### config.mk
export PLATFORM = sky130hd
export DESIGN_NAME = stf_fifo
export DESIGN_NICKNAME = d
export VERILOG_FILES = /design/src/stf_fifo.sv
export SDC_FILE = /design/constraint.sdc
export NUM_CORES = 1
export LEC_CHECK = 0
export BUFFER_PORTS_ARGS = -buffer_cell sky130_fd_sc_hd__buf_2
export CORE_ASPECT_RATIO = 1.4
export CORE_UTILIZATION = 50
export CTS_BUF_LIST = sky130_fd_sc_hd__clkbuf_8
export CTS_CLUSTER_DIAMETER = 80
export DETAILED_ROUTE_END_ITERATION = 6
export PLACE_DENSITY = 0.76
export SETUP_SLACK_MARGIN = 0.15
export SYNTH_ARGS = -nofsm -noshare
export SYNTH_HDL_FRONTEND = slang
export SYNTH_SLANG_ARGS = --single-unit
### constraint.sdc
create_clock -name clk -period 3.1 [get_ports clk]
set_input_delay 0.31 -clock clk [delete_from_list [all_inputs] [get_ports clk]]
set_output_delay 0.31 -clock clk [all_outputs]
set_load 0.1 [all_outputs]
### src/stf_fifo.sv
module stf_fifo #(
    parameter int DATA_W = 32,
    parameter int DEPTH  = 2
) (
    input  logic              clk,
    input  logic              rst_n,
    input  logic              push,
    input  logic [DATA_W-1:0] wdata,
    output logic              full,
    input  logic              pop,
    output logic [DATA_W-1:0] rdata,
    output logic              empty
);

    localparam int PTR_W = (DEPTH > 1) ? $clog2(DEPTH) : 1;
    localparam int CNT_W = $clog2(DEPTH + 1);

    logic [DATA_W-1:0] entry_reg [DEPTH];
    logic [PTR_W-1:0]  wr_ptr_reg;
    logic [PTR_W-1:0]  rd_ptr_reg;
    logic [CNT_W-1:0]  count_reg;

    assign full  = (count_reg == CNT_W'(DEPTH));
    assign empty = (count_reg == '0);
    assign rdata = entry_reg[rd_ptr_reg];

    // Pointers and fill level
    always_ff @(posedge clk or negedge rst_n)
    begin
        if (!rst_n)
        begin
            wr_ptr_reg <= '0;
            rd_ptr_reg <= '0;
            count_reg  <= '0;
        end
        else
        begin
            if (push)
            begin
                wr_ptr_reg <= (wr_ptr_reg == PTR_W'(DEPTH - 1)) ? '0 : wr_ptr_reg + 1'b1;
            end
            if (pop)
            begin
                rd_ptr_reg <= (rd_ptr_reg == PTR_W'(DEPTH - 1)) ? '0 : rd_ptr_reg + 1'b1;
            end
            if (push && !pop)
            begin
                count_reg <= count_reg + 1'b1;
            end
            else if (pop && !push)
            begin
                count_reg <= count_reg - 1'b1;
            end
        end
    end

    // Entry storage
    always_ff @(posedge clk)
    begin
        if (push)
        begin
            entry_reg[wr_ptr_reg] <= wdata;
        end
    end

endmodule

# Word-level counts from Yosys, hierarchy flattened
# Memory sizes are Yosys's and may differ from the RTL's.
# Index checks and enable logic that the tools add are counted.
# totals
ram_bits	64
input_bits	36
wordCells	21
output_inout_bits	34
regBits	4
n_memories	1
# memory_table
memory	depth	word_bits	read_ports	rd_clocked_by_memory_dff	wr	line	rtl
entry_reg	2	32	1	0	1	18	logic [DATA_W-1:0] entry_reg [DEPTH];
# classes
muxes	6
reduce_logical	6
n_addsub	4
eq_ne	1
# op_table
cell	count
$mux W1	4
$mux W2	2
$add A1 B1 Y1 const B	2
$add A2 B1 Y2 const B	1
$eq A2 B2 Y1 const B	1
$logic_and A1 B1 Y1	2
$logic_not A1 Y1	2
$logic_not A2 Y1	1
$reduce_bool A2 Y1	1
$sub A2 B1 Y2 const B	1

# Depth between registers and ports, before layout
# logic_depth
depth_word	4
ltp_mapped	5
depth_no_buf	5

# Least setup slack after synthesis
# No wires, ideal clock.
# synth_timing
path_type	register to register
start	register wr_ptr_reg
end	memory entry_reg[0][0] (enable)
n_path_buf	0
synth_period_minus_slack_ns	2.267
stages_incl_launch_ff	2
required_ns	2.675
arrival_ns	1.842
setup_slack_ns	0.833
setup_time_ns	0.425
cell_sequence	dfrtp_1 -> nor2b_1
# synth_rtl
item	line	rtl
start, declared	19	logic [PTR_W-1:0] wr_ptr_reg;
start signal, assigned	40	wr_ptr_reg <= (wr_ptr_reg == PTR_W'(DEPTH - 1)) ? '0 : wr_ptr_reg + 1'b1;
end, declared	18	
# No word-level cell before the write port.

# Worst setup path after layout
# layout_timing
start	register rd_ptr_reg
end	output port rdata[9]
# layout_via
elab_chain_cells	1
# layout_rtl
item	line	rtl
start, declared	20	logic [PTR_W-1:0] rd_ptr_reg;
start signal, assigned	44	rd_ptr_reg <= (rd_ptr_reg == PTR_W'(DEPTH - 1)) ? '0 : rd_ptr_reg + 1'b1;
$mem_v2 Z2 W32	n/a	
end, declared	11	output logic [DATA_W-1:0] rdata,
# Every way passes these cells.

==> impl_metrics.csv <==
group,metric,value,unit
setup_path,ff2ff_path_depth,2,
sta,hold_violations,0,
clock_tree,clockBufferDepth,2,
logic_synthesis,synth_area,0.00265,mm^2
placement,place_hpwl,2760,um
setup_path,rrSetupSlack,1.39,ns
clock_tree,path_clk_slew,0.07,ns
min_path,hp-class,"in -> reg",
setup_path,path_cells,"mux2_4 > buf_2",
clock_tree,cts_resized,0,
setup_path,rr_endpoint,"entry_reg[1][7]",
cells_and_area,final_cell_mix,"69 x buf_2, 64 x edfxtp_1, 29 x mux2_4",
run_status,status,"completed",
setup_path,start_kind,"flip-flop",
setup_path,cp_slowest_cell,"dfrtp_2",
cells_and_area,drive_above_1_share,0.588,
sta,maxSlewViolCount,0,
drt,wl_per_cell,15.9,um
setup_path,arrival,2.11,ns
floorplanning,io_pins,70,
clock_tree,ctsRootBufferMaster,"clkbuf_8",
drt,viasPerCell,4.91,
min_path,min_to,"entry_reg[0][11]",
min_path,min_from,"wdata[11]",
drt,drc_errors,0,
flow_run,maxCapViolCount,0,
placement,io_buffers,69,
setup_path,endpoint_kind,"output port",
floorplanning,rows,31,
logic_synthesis,yosysWarnings,0,
logic_synthesis,syn_avg_cell_area,22.8,um^2
logic_synthesis,ys_ff_latch,68,
sta,rsz0062_at_grt,"false",
drt,postRouteWirelength,4220,um
logic_synthesis,synth_top_area_share,0.726,
global_routing,gr-total-overflow,0,
floorplanning,start_util,0.517,
drt,drt_pre_antenna_iters,4,
sta,min_period,2.42,ns
placement,place_congestion,0.627,
setup_path,critPathMaxStageDelay,1.04,ns
drt,final_antenna_net_count,0,
floorplanning,die_area,0.00560,mm^2
cells_and_area,syn_to_final_growth,22.2,%
setup_path,reg2reg_from,"wr_ptr_reg",
setup_path,critical_path_class,"reg -> out",
cells_and_area,n_antenna_cell,0,
sta,fin_skew,0.00521,ns
logic_synthesis,synthesis.nets,153,
clock_tree,cts_tree,"built",
clock_tree,htree_levels,3,
clock_tree,post_cts_buffers,0,
sta,max_slew_margin,0.323,
sta,setup_tns,0,ns
cells_and_area,nFillCells,400,
sta,period_share,0.781,
setup_path,crit_fanout,33,
clock_tree,hold_buffers,1,
global_routing,grt_start_max_net_pins,34,
global_routing,grt_pass1_vias,1349,
drt,vias,1300,
sta,setup_viol,0,
floorplanning,fp.dieW,63.5,um
cells_and_area,largest_register_ffs,64,
min_path,hold_depth,1,
global_routing,antenna_found_initial,0,
logic_synthesis,yosysUniqueCellTypes,13,
global_routing,grt.total_usage,0.164,
clock_tree,clock-sinks,68,
setup_path,required,2.79,ns
logic_synthesis,synthCells,116,
floorplanning,coreArea,0.00512,mm^2
logic_synthesis,synth_seq_area_share,0.763,
logic_synthesis,synth_area_leaders,"edfxtp_1 73%, mux2_4 16%, dfrtp_1 3.8%",
drt,drt-initial-drc-count,56,
sta,worst_pin_slew,1.02,ns
sta,max_freq,413,MHz
clock_tree,numCtsBuffers,9,
floorplanning,die_h,88.1,um
global_routing,grt_pass1_wl,6430,um
cells_and_area,final_common_cell,"buf_2",
clock_tree,clkLatencyLatePin,0.33,ns
logic_synthesis,synth_largest_area_cell,"edfxtp_1",
cells_and_area,layout.nets,231,
==> logic make-up (layout without fill, tap and decap cells) <==
logic type | after synthesis | in the layout | share of synthesized area
flip-flops | 68 | 68 | 0.763
XOR/XNOR | 5 | 5 | 0.0165
adder cells (fa/ha/maj) | 1 | 1 | 0.00472
multiplexers | 32 | 32 | 0.177
AND/OR/NAND/NOR | 5 | 5 | 0.00992
buffers and inverters | 5 | 88 | 0.0283
==> routing by layer <==
metal	share of wire	track usage
met5	0	0
met4	0.0033	0.0744
met3	0.045	0.0560
met2	0.55	0.283
met1	0.40	0.182
==> cells in the mapped netlist (all sizes together) <==
master and count:
edfxtp 64, mux2 32, buf 4, dfrtp 4
xor2 4, nor2 2, nor2b 2, and2 1
ha 1, inv 1, xnor2 1
==> critical path: cells and delay by family (launching register included) <==
| kind | cells | cell delay (ns) |
|---|---|---|
| buffers and inverters | 1 | 0.42 |
| flip-flops | 1 | 1.04 |
| multiplexers | 1 | 0.31 |
==> how the worst max path moves through the flow <==
stage | to | start | cells past startpoint | slack, ns
2_1_floorplan | entry_reg[0][0] | wr_ptr_reg | 1 | 0.83
3_3_place_gp | rdata[9] | rd_ptr_reg | 2 | 1.04
3_5_place_dp | rdata[9] | rd_ptr_reg | 2 | 1.01
4_1_cts | rdata[11] | rd_ptr_reg | 2 | 0.64
5_1_grt | rdata[9] | rd_ptr_reg | 2 | 0.58
6_report | rdata[9] | rd_ptr_reg | 2 | 0.68
==> stage by stage <==
step                 util  setup WS, ns  area [um^2]  instances  hold WS, ns
detailed placement  0.590          1.01         3020        248        0.124
floorplan               -         0.833         2650        116       0.0144
CTS                 0.632         0.637         3240        265        0.150
global placement    0.590          1.04         3020        248        0.118
finish              0.632         0.680         3240        265        0.164
global route        0.632         0.577         3240        265        0.144
==> final cells by class <==
type | count | area (um^2) | share of cell area
clock buffer | 9 | 124 | 0.0383
multi-input combinational | 43 | 559 | 0.173
tap | 66 | 82.6 | 0.0255
clock inverter | 7 | 81.3 | 0.0251
sequential | 68 | 2020 | 0.625
inverter | 1 | 3.75 | 0.00116
timing repair buffer | 71 | 363 | 0.112
Power is not shown: default switching activity piles up to over one toggle a cycle in this logic, so the estimate is an artifact.
