`config.mk`:
```
export PLATFORM = sky130hd
export DESIGN_NAME = stf_front
export DESIGN_NICKNAME = d
export VERILOG_FILES = /design/src/stf_pkg.sv /design/src/stf_front.sv
export SDC_FILE = /design/constraint.sdc
export NUM_CORES = 1
export LEC_CHECK = 0
export ABC_AREA = 1
export BUFFER_PORTS_ARGS = -buffer_cell sky130_fd_sc_hd__buf_2
export CORE_ASPECT_RATIO = 1.75
export CORE_MARGIN = 5
export CORE_UTILIZATION = 54
export CTS_CLUSTER_DIAMETER = 200
export DETAILED_ROUTE_END_ITERATION = 6
export HOLD_SLACK_MARGIN = 0.08
export PLACE_DENSITY = 0.84
export SYNTH_ARGS = -nofsm -noshare
export SYNTH_HDL_FRONTEND = slang
export SYNTH_SLANG_ARGS = --single-unit
export TNS_END_PERCENT = 50
```
`constraint.sdc`:
```
create_clock -name clk -period 6.03 [get_ports clk]
set_input_delay 0.9045 -clock clk [delete_from_list [all_inputs] [get_ports clk]]
set_output_delay 0.9045 -clock clk [all_outputs]
set_load 0.02 [all_outputs]
```
`src/stf_pkg.sv`:
```
package stf_pkg;

    // Field widths
    localparam int AMP_W      = 16;
    localparam int FRAC_W     = 4;
    localparam int TRACE_W    = 20;
    localparam int BIN_W      = 10;
    localparam int DIV_W      = 16;
    // |fresh - old| + divisor/2 stays below 2^21
    localparam int NUM_W      = 21;
    localparam int CFG_W      = 11;
    localparam int CFG_ADDR_W = 2;

    // Register indexes
    localparam logic [CFG_ADDR_W-1:0] REG_TRACE_MODE = 2'd0;
    localparam logic [CFG_ADDR_W-1:0] REG_POINTS     = 2'd1;

    // Trace modes
    localparam logic [2:0] MODE_CLEAR_WRITE = 3'd0;
    localparam logic [2:0] MODE_VIEW        = 3'd1;
    localparam logic [2:0] MODE_MAX_HOLD    = 3'd2;
    localparam logic [2:0] MODE_MIN_HOLD    = 3'd3;
    localparam logic [2:0] MODE_AVERAGE     = 3'd4;

    // Per-bin action decided by the front end
    typedef enum logic [2:0] {
        OP_WRITE,
        OP_PASS,
        OP_VIEW,
        OP_MAX,
        OP_MIN,
        OP_AVG
    } op_t;

    typedef struct packed {
        op_t              op;
        logic             last;
        logic [DIV_W-1:0] divisor;
    } item_ctl_t;

endpackage

```
`src/stf_front.sv`:
```
module stf_front #(
    parameter int MAX_POINTS = 1024,
    parameter int PW         = 10
) (
    input  logic                                clk,
    input  logic                                rst_n,
    // configuration
    input  logic                                cfg_wen,
    input  logic [stf_pkg::CFG_ADDR_W-1:0]      cfg_addr,
    input  logic [stf_pkg::CFG_W-1:0]           cfg_wdata,
    // input stream
    input  logic                                s_tvalid,
    output logic                                s_tready,
    input  logic [stf_pkg::AMP_W-1:0]           s_amp,
    input  logic                                s_last,
    // queue side
    input  logic                                q_room,
    output logic                                q_push,
    output stf_pkg::item_ctl_t                  q_ctl,
    output logic [PW-1:0]                       q_pos,
    output logic [stf_pkg::TRACE_W-1:0]         q_fresh
);

    logic [2:0]                mode_reg;
    logic [stf_pkg::CFG_W-1:0] points_reg;
    logic [PW-1:0]             pos_reg;
    logic                      present_reg;
    logic [stf_pkg::DIV_W-1:0] frames_reg;

    logic                      accept;
    logic [31:0]               pts;
    logic [31:0]               pos_ext;
    logic [PW-1:0]             pos;
    logic                      last;
    logic [stf_pkg::DIV_W-1:0] divisor;
    stf_pkg::op_t              op;
    logic                      fill_done;
    logic                      avg_done;

    assign s_tready = q_room;
    assign accept   = s_tvalid && q_room;

    // Effective frame length: zero acts as one, capped at the store depth
    always_comb
    begin
        if (points_reg == '0)
        begin
            pts = 32'd1;
        end
        else if ({21'b0, points_reg} > 32'(MAX_POINTS))
        begin
            pts = 32'(MAX_POINTS);
        end
        else
        begin
            pts = {21'b0, points_reg};
        end
    end

    // Bin position and frame end
    always_comb
    begin
        pos_ext = 32'(pos_reg);
        pos     = (pos_ext >= pts) ? '0 : pos_reg;
        last    = s_last || ((32'(pos) + 32'd1) >= pts);
        divisor = (frames_reg == '1) ? frames_reg : frames_reg + 1'b1;
    end

    // Classify the bin
    always_comb
    begin
        op        = stf_pkg::OP_PASS;
        fill_done = 1'b0;
        avg_done  = 1'b0;
        unique case (mode_reg)
            stf_pkg::MODE_CLEAR_WRITE:
            begin
                op        = stf_pkg::OP_WRITE;
                fill_done = last;
            end
            stf_pkg::MODE_MAX_HOLD,
            stf_pkg::MODE_MIN_HOLD,
            stf_pkg::MODE_AVERAGE:
            begin
                if (!present_reg)
                begin
                    op        = stf_pkg::OP_WRITE;
                    fill_done = last;
                end
                else if (mode_reg == stf_pkg::MODE_MAX_HOLD)
                begin
                    op = stf_pkg::OP_MAX;
                end
                else if (mode_reg == stf_pkg::MODE_MIN_HOLD)
                begin
                    op = stf_pkg::OP_MIN;
                end
                else
                begin
                    op       = stf_pkg::OP_AVG;
                    avg_done = last;
                end
            end
            default:
            begin
                // view and unused codes
                op = present_reg ? stf_pkg::OP_VIEW : stf_pkg::OP_PASS;
            end
        endcase
    end

    assign q_push        = accept;
    assign q_ctl.op      = op;
    assign q_ctl.last    = last;
    assign q_ctl.divisor = divisor;
    assign q_pos         = pos;
    assign q_fresh       = {s_amp, {stf_pkg::FRAC_W{1'b0}}};

    // Configuration and frame state
    always_ff @(posedge clk or negedge rst_n)
    begin
        if (!rst_n)
        begin
            mode_reg    <= stf_pkg::MODE_CLEAR_WRITE;
            points_reg  <= 11'd1024;
            pos_reg     <= '0;
            present_reg <= 1'b0;
            frames_reg  <= '0;
        end
        else if (cfg_wen &&
                 (cfg_addr == stf_pkg::REG_TRACE_MODE || cfg_addr == stf_pkg::REG_POINTS))
        begin
            if (cfg_addr == stf_pkg::REG_TRACE_MODE)
            begin
                mode_reg <= cfg_wdata[2:0];
            end
            else
            begin
                points_reg <= cfg_wdata;
            end
            pos_reg     <= '0;
            present_reg <= 1'b0;
            frames_reg  <= '0;
        end
        else if (accept)
        begin
            pos_reg <= last ? '0 : pos + 1'b1;
            if (fill_done)
            begin
                present_reg <= 1'b1;
                frames_reg  <= stf_pkg::DIV_W'(1);
            end
            else if (avg_done)
            begin
                frames_reg <= divisor;
            end
        end
    end

endmodule

```
# Word level (Yosys, flattened, before mapping)
# Index checks and enable logic that the tools add are counted.
[word_totals]
reg_bits = 41
inputBits = 35
out_inout_bits = 52
elab_cells = 57
[classes]
add_sub_neg = 3
magnitude_cmp = 3
eq_ne = 5
muxes = 25
bitwise = 1
n_reduce_logical = 15
[op_table]
columns = ["cell", "count"]
rows = [
  ["2-to-1 mux 16 bit", 5],
  ["2-to-1 mux 10 bit", 4],
  [">= comparator 10 x 32 -> 1 bit", 1],
  [">= comparator 11 x 32 -> 1 bit", 1],
  ["2-to-1 mux 32 bit", 1],
  ["adder 16 x 1 -> 16 bit (second input constant)", 1],
  ["equality test 16 bit (second input constant)", 1],
  ["adder 10 x 1 -> 11 bit (second input constant)", 1],
  ["greater-than comparator 11 bit (second input constant)", 1],
  ["logical NOT 11 bit", 1],
  ["2-to-1 mux 11 bit", 1],
  ["adder 10 x 1 -> 10 bit (second input constant)", 1],
  ["2-to-1 mux 1 bit", 9],
  ["AND reduction 2 bit", 4],
  ["equality test 3 x 2 -> 1 bit (second input constant)", 2],
  ["2-to-1 mux 3 bit", 2],
  ["one-hot mux 3 bit (2 select lines)", 1],
  ["nonzero test 2 bit", 2],
  ["equality test 3 bit (second input constant)", 1],
  ["logical NOT 3 bit", 1],
  ["nonzero test 3 bit", 1],
  ["OR reduction 3 bit", 1],
  ["equality test 2 x 1 -> 1 bit (second input constant)", 1],
  ["logical AND 1 bit", 2],
  ["other kinds (5)", 6],
]

# Longest topological paths before layout
# Gate-level depths: netlist (run 1).
[depth]
depth_word = 16
mapped_depth = 37

# Worst setup path after synthesis (run 1)
# Ideal clock, no wire load.
[synth_path]
kind = "reg-to-output"
startpoint = "register points_reg[2] in the netlist's numbering"
endpoint = "output q_ctl[16] in the netlist's numbering"
arrival_ps = 3789
setup_slack_ps = 1336
path_stages_with_launch = 25
n_path_buf = 1
cell_sequence = "dfrtp_1 -> nor4_1 -> nand3_1 -> nand2_1 -> nand2_1 -> ha_1 -> a21o_1 -> nor2_1 -> nand2_1 -> nand2_2 -> nand2_4 -> nor2_1 -> ha_1 -> inv_1 -> nor3_2 -> nand2_1 -> nand2_1 -> inv_1 -> ha_1 -> nand2_1 -> o21a_1 -> nand2_1 -> nand2_1 -> nand4_2 -> buf_4"
[synth_between]
elab_chain_len = 8
word_cells_on_any_way = 9
[synth_lines]
columns = ["element", "line", "text"]
rows = [
  ["start, declared", "stf_front.sv:25", "logic [stf_pkg::CFG_W-1:0] points_reg;"],
  ["start signal, assigned", "stf_front.sv:139", "points_reg <= cfg_wdata;"],
  ["greater-than comparator 11 bit", "stf_front.sv:50", "else if ({21'b0, points_reg} > 32'(MAX_POINTS))"],
  ["2-to-1 mux 11 bit", "stf_front.sv:50", ""],
  ["2-to-1 mux 32 bit (*)", "stf_front.sv:46", "if (points_reg == '0)"],
  [">= comparator 10 x 32 -> 1 bit (*)", "stf_front.sv:64", "pos = (pos_ext >= pts) ? '0 : pos_reg;"],
  ["2-to-1 mux 10 bit (*)", "stf_front.sv:64", ""],
  ["via q_pos[1]", "stf_front.sv:20", "output logic [PW-1:0] q_pos,"],
  ["adder 10 x 1 -> 11 bit (*)", "stf_front.sv:65", "last = s_last || ((32'(pos) + 32'd1) >= pts);"],
  [">= comparator 11 x 32 -> 1 bit (*)", "stf_front.sv:65", ""],
  ["logical OR 1 bit (*)", "stf_front.sv:65", ""],
  ["end, declared", "stf_front.sv:19", "output stf_pkg::item_ctl_t q_ctl,"],
]
# Mark *: on every way through the listed nets, which the timed path passes. The rest lies on a longest branch.

==> results of run 1 <==
## through the flow
| stage | util | instance area, µm² |
|---|---|---|
| floorplan | - | 3310 |
| global placement | 0.582 | 3450 |
| detailed placement | 0.582 | 3450 |
| CTS | 0.599 | 3550 |
| global route | 0.601 | 3560 |
| finish | 0.601 | 3560 |
## cell families after synthesis
kind of cell    Yosys count
fa+ha+maj                23
simple gates            245
compound gates           36
flops                    41
mux                       7
buf+inv                  91
other cells               1
xor+xnor                 10
## layer usage
metal | share of wire | up-vias | global-route usage | wire [µm]
li1 | - | 1498 | - | -
met1 | 0.35 | 1392 | 0.226 | 2960
met2 | 0.55 | 124 | 0.418 | 4560
met3 | 0.050 | 32 | 0.0335 | 419
met4 | 0.048 | 0 | 0.132 | 398
met5 | 0 | - | 0 | 0
## power groups by stage
| stage | Combinational, W | Sequential (W) | Clock, W |
|---|---|---|---|
| after floorplan | 0.000175 | 0.000317 | 0 |
| after global placement | 0.000209 | 0.000323 | 0 |
| after detailed placement | 0.000213 | 0.000323 | 0 |
| after CTS | 0.000214 | 0.000318 | 0.000218 |
| after global routing | 0.000238 | 0.000324 | 0.000229 |
| final | 0.000214 | 0.000321 | 0.000215 |
## worst min-delay path, cell delays in order, from the launching register on
cell and delay (ns):
dfrtp_1 0.36, nand2_1 0.05, o21ai_0 0.06
## final cells by class
| cell class | instances | area [µm²] | area share |
|---|---|---|---|
| Multi-Input combinational cell | 325 | 1850 | 0.519 |
| Clock inverter | 2 | 35.0 | 0.00984 |
| Tap cell | 78 | 97.6 | 0.0274 |
| Timing Repair Buffer | 50 | 250 | 0.0703 |
| Inverter | 62 | 233 | 0.0654 |
| Sequential cell | 41 | 1030 | 0.289 |
| Clock buffer | 5 | 68.8 | 0.0193 |
## layout by cell type (no fill, tap or decap), drive strengths merged, types with 10 or more instances in the layout
cell / count
nand2: 136
inv: 62
buf: 50
nor2: 50
dfrtp: 40
nand4: 25
ha: 23
nand3: 22
o21ai: 19
a21oi: 10
## timing repair
item                       CTS  global route
setup endpoints to repair    0             1
hold endpoints to repair     0             0
hold buffers                 0             0
gates resized for setup      0             2
## path summary, 6_finish.rpt
kind                                                 from                   endpoint  slack, ns  cells past startpoint
worst max-delay path            points_reg[2]$_DFFE_PN0P_                  q_ctl[16]       0.50                     28
worst min-delay path            points_reg[0]$_DFFE_PN0P_  points_reg[0]$_DFFE_PN0P_       0.51                      2
worst max register to register  points_reg[2]$_DFFE_PN0P_  frames_reg[3]$_DFFE_PN0P_       0.94                     29
worst min register to register  points_reg[0]$_DFFE_PN0P_  points_reg[0]$_DFFE_PN0P_       0.51                      2
max in group asynchronous                           rst_n     pos_reg[8]$_DFFE_PN0P_       4.69                      1
min in group asynchronous                           rst_n     pos_reg[2]$_DFFE_PN0P_       0.75                      1
==> metrics, run 1 <==
Post-synth top cells=129 x nand2_1, 56 x inv_1, 40 x dfrtp_1; Setup WS pre-CTS=0.662 ns; setup tns final=0 ns; WHS=between 0.5 and 0.6 ns; drt total wl=roughly 8300 µm; number of buffers created by CTS=5; ys async rst share=1.00; leading area contributor after synthesis=dfrtp_1; clk_skew=a little under 0.009 ns; max-slew violations=0; first-pass GRT wire length=between 10000 and 15000 µm; area share of the largest cell type after synthesis=0.303; post-synthesis register bit count=slightly above 40; Area Growth Syn to Fin=7.89%; sequential fraction of the synthesis area=0.311; CP dominant cell by count=nand2_1; post-synthesis compound-gate area fraction=0.0611; CTS tree=yes; Worst EP arrival=between 4 and 5 ns; Required @ worst endpoint=5.13 ns; Post-Synth Adder-Cell Area=0.0872; clock network power share=0.287; ys flop type=dfrtp_1; switching fraction of total power=0.353; max cap viols=0; CTS sink cnt=between 40 and 50; delay-heaviest family, CP=simple AND/OR/NAND/NOR gates; EDFF count, synth=0; Final HPWL DP=6690 µm; Syn Std Cell Area=0.00330 mm²; fin crit share=0.917; Total GRT Usage=0.221; post-synthesis simple-gate area fraction=0.354; clock slew seen by the registers of the worst setup and hold paths=around 0.080 ns; Hold Path Class=flip-flop to flip-flop; WP buf/inv=5; main combinational cell family by area after synthesis=simple AND/OR/NAND/NOR gates; GPL Wtd Cong=a little under 1; max reg flops=16; First-pass DRT Iterations=5; yosys synthesis warning count=0; Internal=between 0.0004 and 0.0005 W; die width=~70 µm; Crit-path slowest cell=dfrtp_1; antenna violations before repair=0; xor/xnor share of the synthesized area=0.0265; initial core utilization=0.557; Combinational Power Share=0.285; clk buf depth=2; largest net degree at the start of global routing=42; peak supply drop=about 120 µV; antenna cells=0; relative max-transition margin=0.377; vias=between 3000 and 4000; Pwr Density=211 mW/mm²; worst slew pin tran=slightly above 0.9 ns; sequential power share=0.428; Synth cell types=39; IO Count=just under 90; top post-synthesis cells by area=dfrtp_1 30%, nand2_1 15%, ha_1 8.7%; number of I/O port buffers=50; unrepaired setup endpoints after global routing=false; CTS H-tree lvls=2; vias in the first global route=slightly above 3000; placed insts=between 500 and 600; PnR worst setup slack=0.502 ns; status=finished clean; gr ovfl total=0; nets=543; Setup crit end kind=output pin; Setup Crit Path Kind=flip-flop to output pin; minimum clock period=~5.5 ns; fmax=approximately 0.18 GHz; layout cells sized above 1=0.214; fill count=560; Core Region=about 0.0059 mm²; post-synthesis mux area share=0.0239; wire per inst=between 10 and 15 µm; Vias/cell=about 5.4; fin cells=~560; Pwr Total=~0.00075 W; Final ANT Viol Nets=0; Setup Fix Bufs, Post-CTS=0; initial DRC count=around 120; final setup violation count=0; # rows=37; worst stage delay on the critical path=around 0.44 ns; top-count cell post-synth=nand2_1; worst skew pair latency=between 0.2 and 0.3 ns; net switching power=~0.00026 W; Die Span Y=about 110 µm; Post-Synthesis Cells=454; critical path fanouts, max=10; Remaining DRCs=0; Avg Cell Area, Syn=7.27 µm²; Die ar.=approximately 0.0078 mm²; Leak=1.99 nW; crit start category=flip-flop; Final Hold Viols=0; root buffer cell=clkbuf_8
No activity file was read; power rests on OpenSTA's default activity.
==> inputs of run 2 (changes only) <==
--- a/config.mk
+++ b/config.mk
@@ -6,7 +6,7 @@
 export NUM_CORES = 1
 export LEC_CHECK = 0
 export ABC_AREA = 1
-export BUFFER_PORTS_ARGS = -buffer_cell sky130_fd_sc_hd__buf_2
+export BUFFER_PORTS_ARGS = -buffer_cell sky130_fd_sc_hd__clkbuf_2
 export CORE_ASPECT_RATIO = 1.75
 export CORE_MARGIN = 5
 export CORE_UTILIZATION = 54
==> run 2 against run 1 <==
  * Sequential share of layout area increased by 0.22 points
  * Non-clock buffer count unchanged
  * Via count increased by 1.5%
  * Cell count increased by 0.18%
  * Total power decreased by 5.7%
  * Sequential cell count unchanged
  * Maximum frequency decreased by 1.1%
  * Clock skew increased by 0.00090 ns
  * Critical path type unchanged
  * Largest cell class unchanged
  * Largest power group unchanged
==> metrics, run 2 (synthesis gave the netlist of run 1 again) <==
status=finished clean; most common cell after layout, fill and taps aside=nand2_1; CTS tree=yes; initial core utilization=0.557; max cap viols=0; crit start category=flip-flop; relative max-transition margin=0.325; nets=543; antenna violations before repair=0; die width=around 69 µm; vias=just over 3000; worst slew pin tran=between 1 and 1.5 ns; Worst EP arrival=around 4.7 ns; gr ovfl total=0; fmax=approximately 0.18 GHz; fin crit share=0.927; root buffer cell=clkbuf_8; Hold Path Class=flip-flop to flip-flop; Setup crit end kind=output pin; Die Span Y=approximately 110 µm; max reg flops=16; Pwr Density=200 mW/mm²; # rows=37; Vias/cell=between 5 and 6; number of buffers created by CTS=5; CTS hold repair buffers=0; fill count=588; worst skew pair latency=slightly below 0.3 ns; Post-CTS Resized=0; first-pass GRT wire length=13700 µm; Required @ worst endpoint=between 5 and 6 ns; Final ANT Viol Nets=0; Remaining DRCs=0; peak supply drop=111 µV; most frequent cells in the layout=128 x nand2_1, 56 x inv_1, 50 x clkbuf_2; First-pass DRT Iterations=6; minimum clock period=5.59 ns; worst stage delay on the critical path=0.42 ns; multi-input logic area=0.00184 mm²; CTS sink cnt=~40; largest net degree at the start of global routing=42; initial DRC count=approximately 130; critical path fanouts, max=10; clock slew seen by the registers of the worst setup and hold paths=0.08 ns; IO Count=87; layout cells sized above 1=0.212; Die ar.=around 0.008 mm²; Final Hold Viols=0; Final HPWL DP=6650 µm; vias in the first global route=3052; CTS H-tree lvls=2; setup tns final=0 ns; final setup violation count=0; wire per inst=~15 µm; antenna cells=0; Crit-path slowest cell=nor4_1; GPL Wtd Cong=about 0.95; drt total wl=around 8300 µm; Total GRT Usage=0.213; Core Region=just under 0.006 mm²; Leak=~2 nW; unrepaired setup endpoints after global routing=false; CP dominant cell by count=nand2_1; clk_skew=between 0.009 and 0.01 ns; number of I/O port buffers=50; Setup Fix Bufs, Post-CTS=0; Setup Crit Path Kind=flip-flop to output pin; clk buf depth=2; max-slew violations=0; FF/Latch Area=0.00103 mm²; WHS=between 0.5 and 0.6 ns; Area Growth Syn to Fin=7.05%
## run 2: cell type report
| cell class | instances | area share |
|---|---|---|
| multi-input combinational | 325 | 0.521 |
| sequential | 41 | 0.291 |
| timing repair buffer | 50 | 0.0708 |
| inverter | 62 | 0.0659 |
| tap | 78 | 0.0276 |
| clock buffer | 6 | 0.0205 |
| clock inverter | 2 | 0.00283 |
## run 2: worst max-delay path: cells and delay by family, from the launching register on
family	cells	cell delay, ns
fa+ha+maj	3	0.77
buf+inv	6	0.63
flops	1	0.40
simple gates	21	2.59
## run 2: worst paths after layout
path                                                start                        end  cells past startpoint  slack [ns]
worst max register to register  points_reg[2]$_DFFE_PN0P_  frames_reg[7]$_DFFE_PN0P_                     31        0.84
worst min-delay path            frames_reg[4]$_DFFE_PN0P_  frames_reg[4]$_DFFE_PN0P_                      2        0.52
worst max-delay path            points_reg[2]$_DFFE_PN0P_                  q_ctl[16]                     30        0.44
max in group asynchronous                           rst_n     pos_reg[9]$_DFFE_PN0P_                      1        4.62
worst min register to register  frames_reg[4]$_DFFE_PN0P_  frames_reg[4]$_DFFE_PN0P_                      2        0.52
min in group asynchronous                           rst_n     pos_reg[2]$_DFFE_PN0P_                      1        0.77
## run 2: report_power, final
part | switching [W] | leakage, nW | internal, W
sequential | 0.0000218 | 0.543 | 0.000297
clock | 0.0000930 | 0.0450 | 0.0000803
combinational | 0.000148 | 1.37 | 0.0000669
total | 0.000262 | 1.96 | 0.000445
## run 2: metrics by stage
step                utilization  worst slack, ns  power [W]  instance area, µm²  cells
floorplan                     -             1.34   0.000492                3310    457
global placement          0.582            0.812   0.000527                3450    556
finish                    0.596            0.442   0.000707                3530    564
detailed placement        0.582            0.683   0.000537                3450    556
CTS                       0.596            0.345   0.000711                3530    564
global route              0.596           0.0900   0.000745                3530    564
## run 2: layer usage
| layer | GRT usage | part of all wire |
|---|---|---|
| met1 | 0.225 | 0.36 |
| met5 | 0 | 0 |
| met4 | 0.125 | 0.051 |
| met3 | 0.0344 | 0.055 |
| met2 | 0.393 | 0.53 |
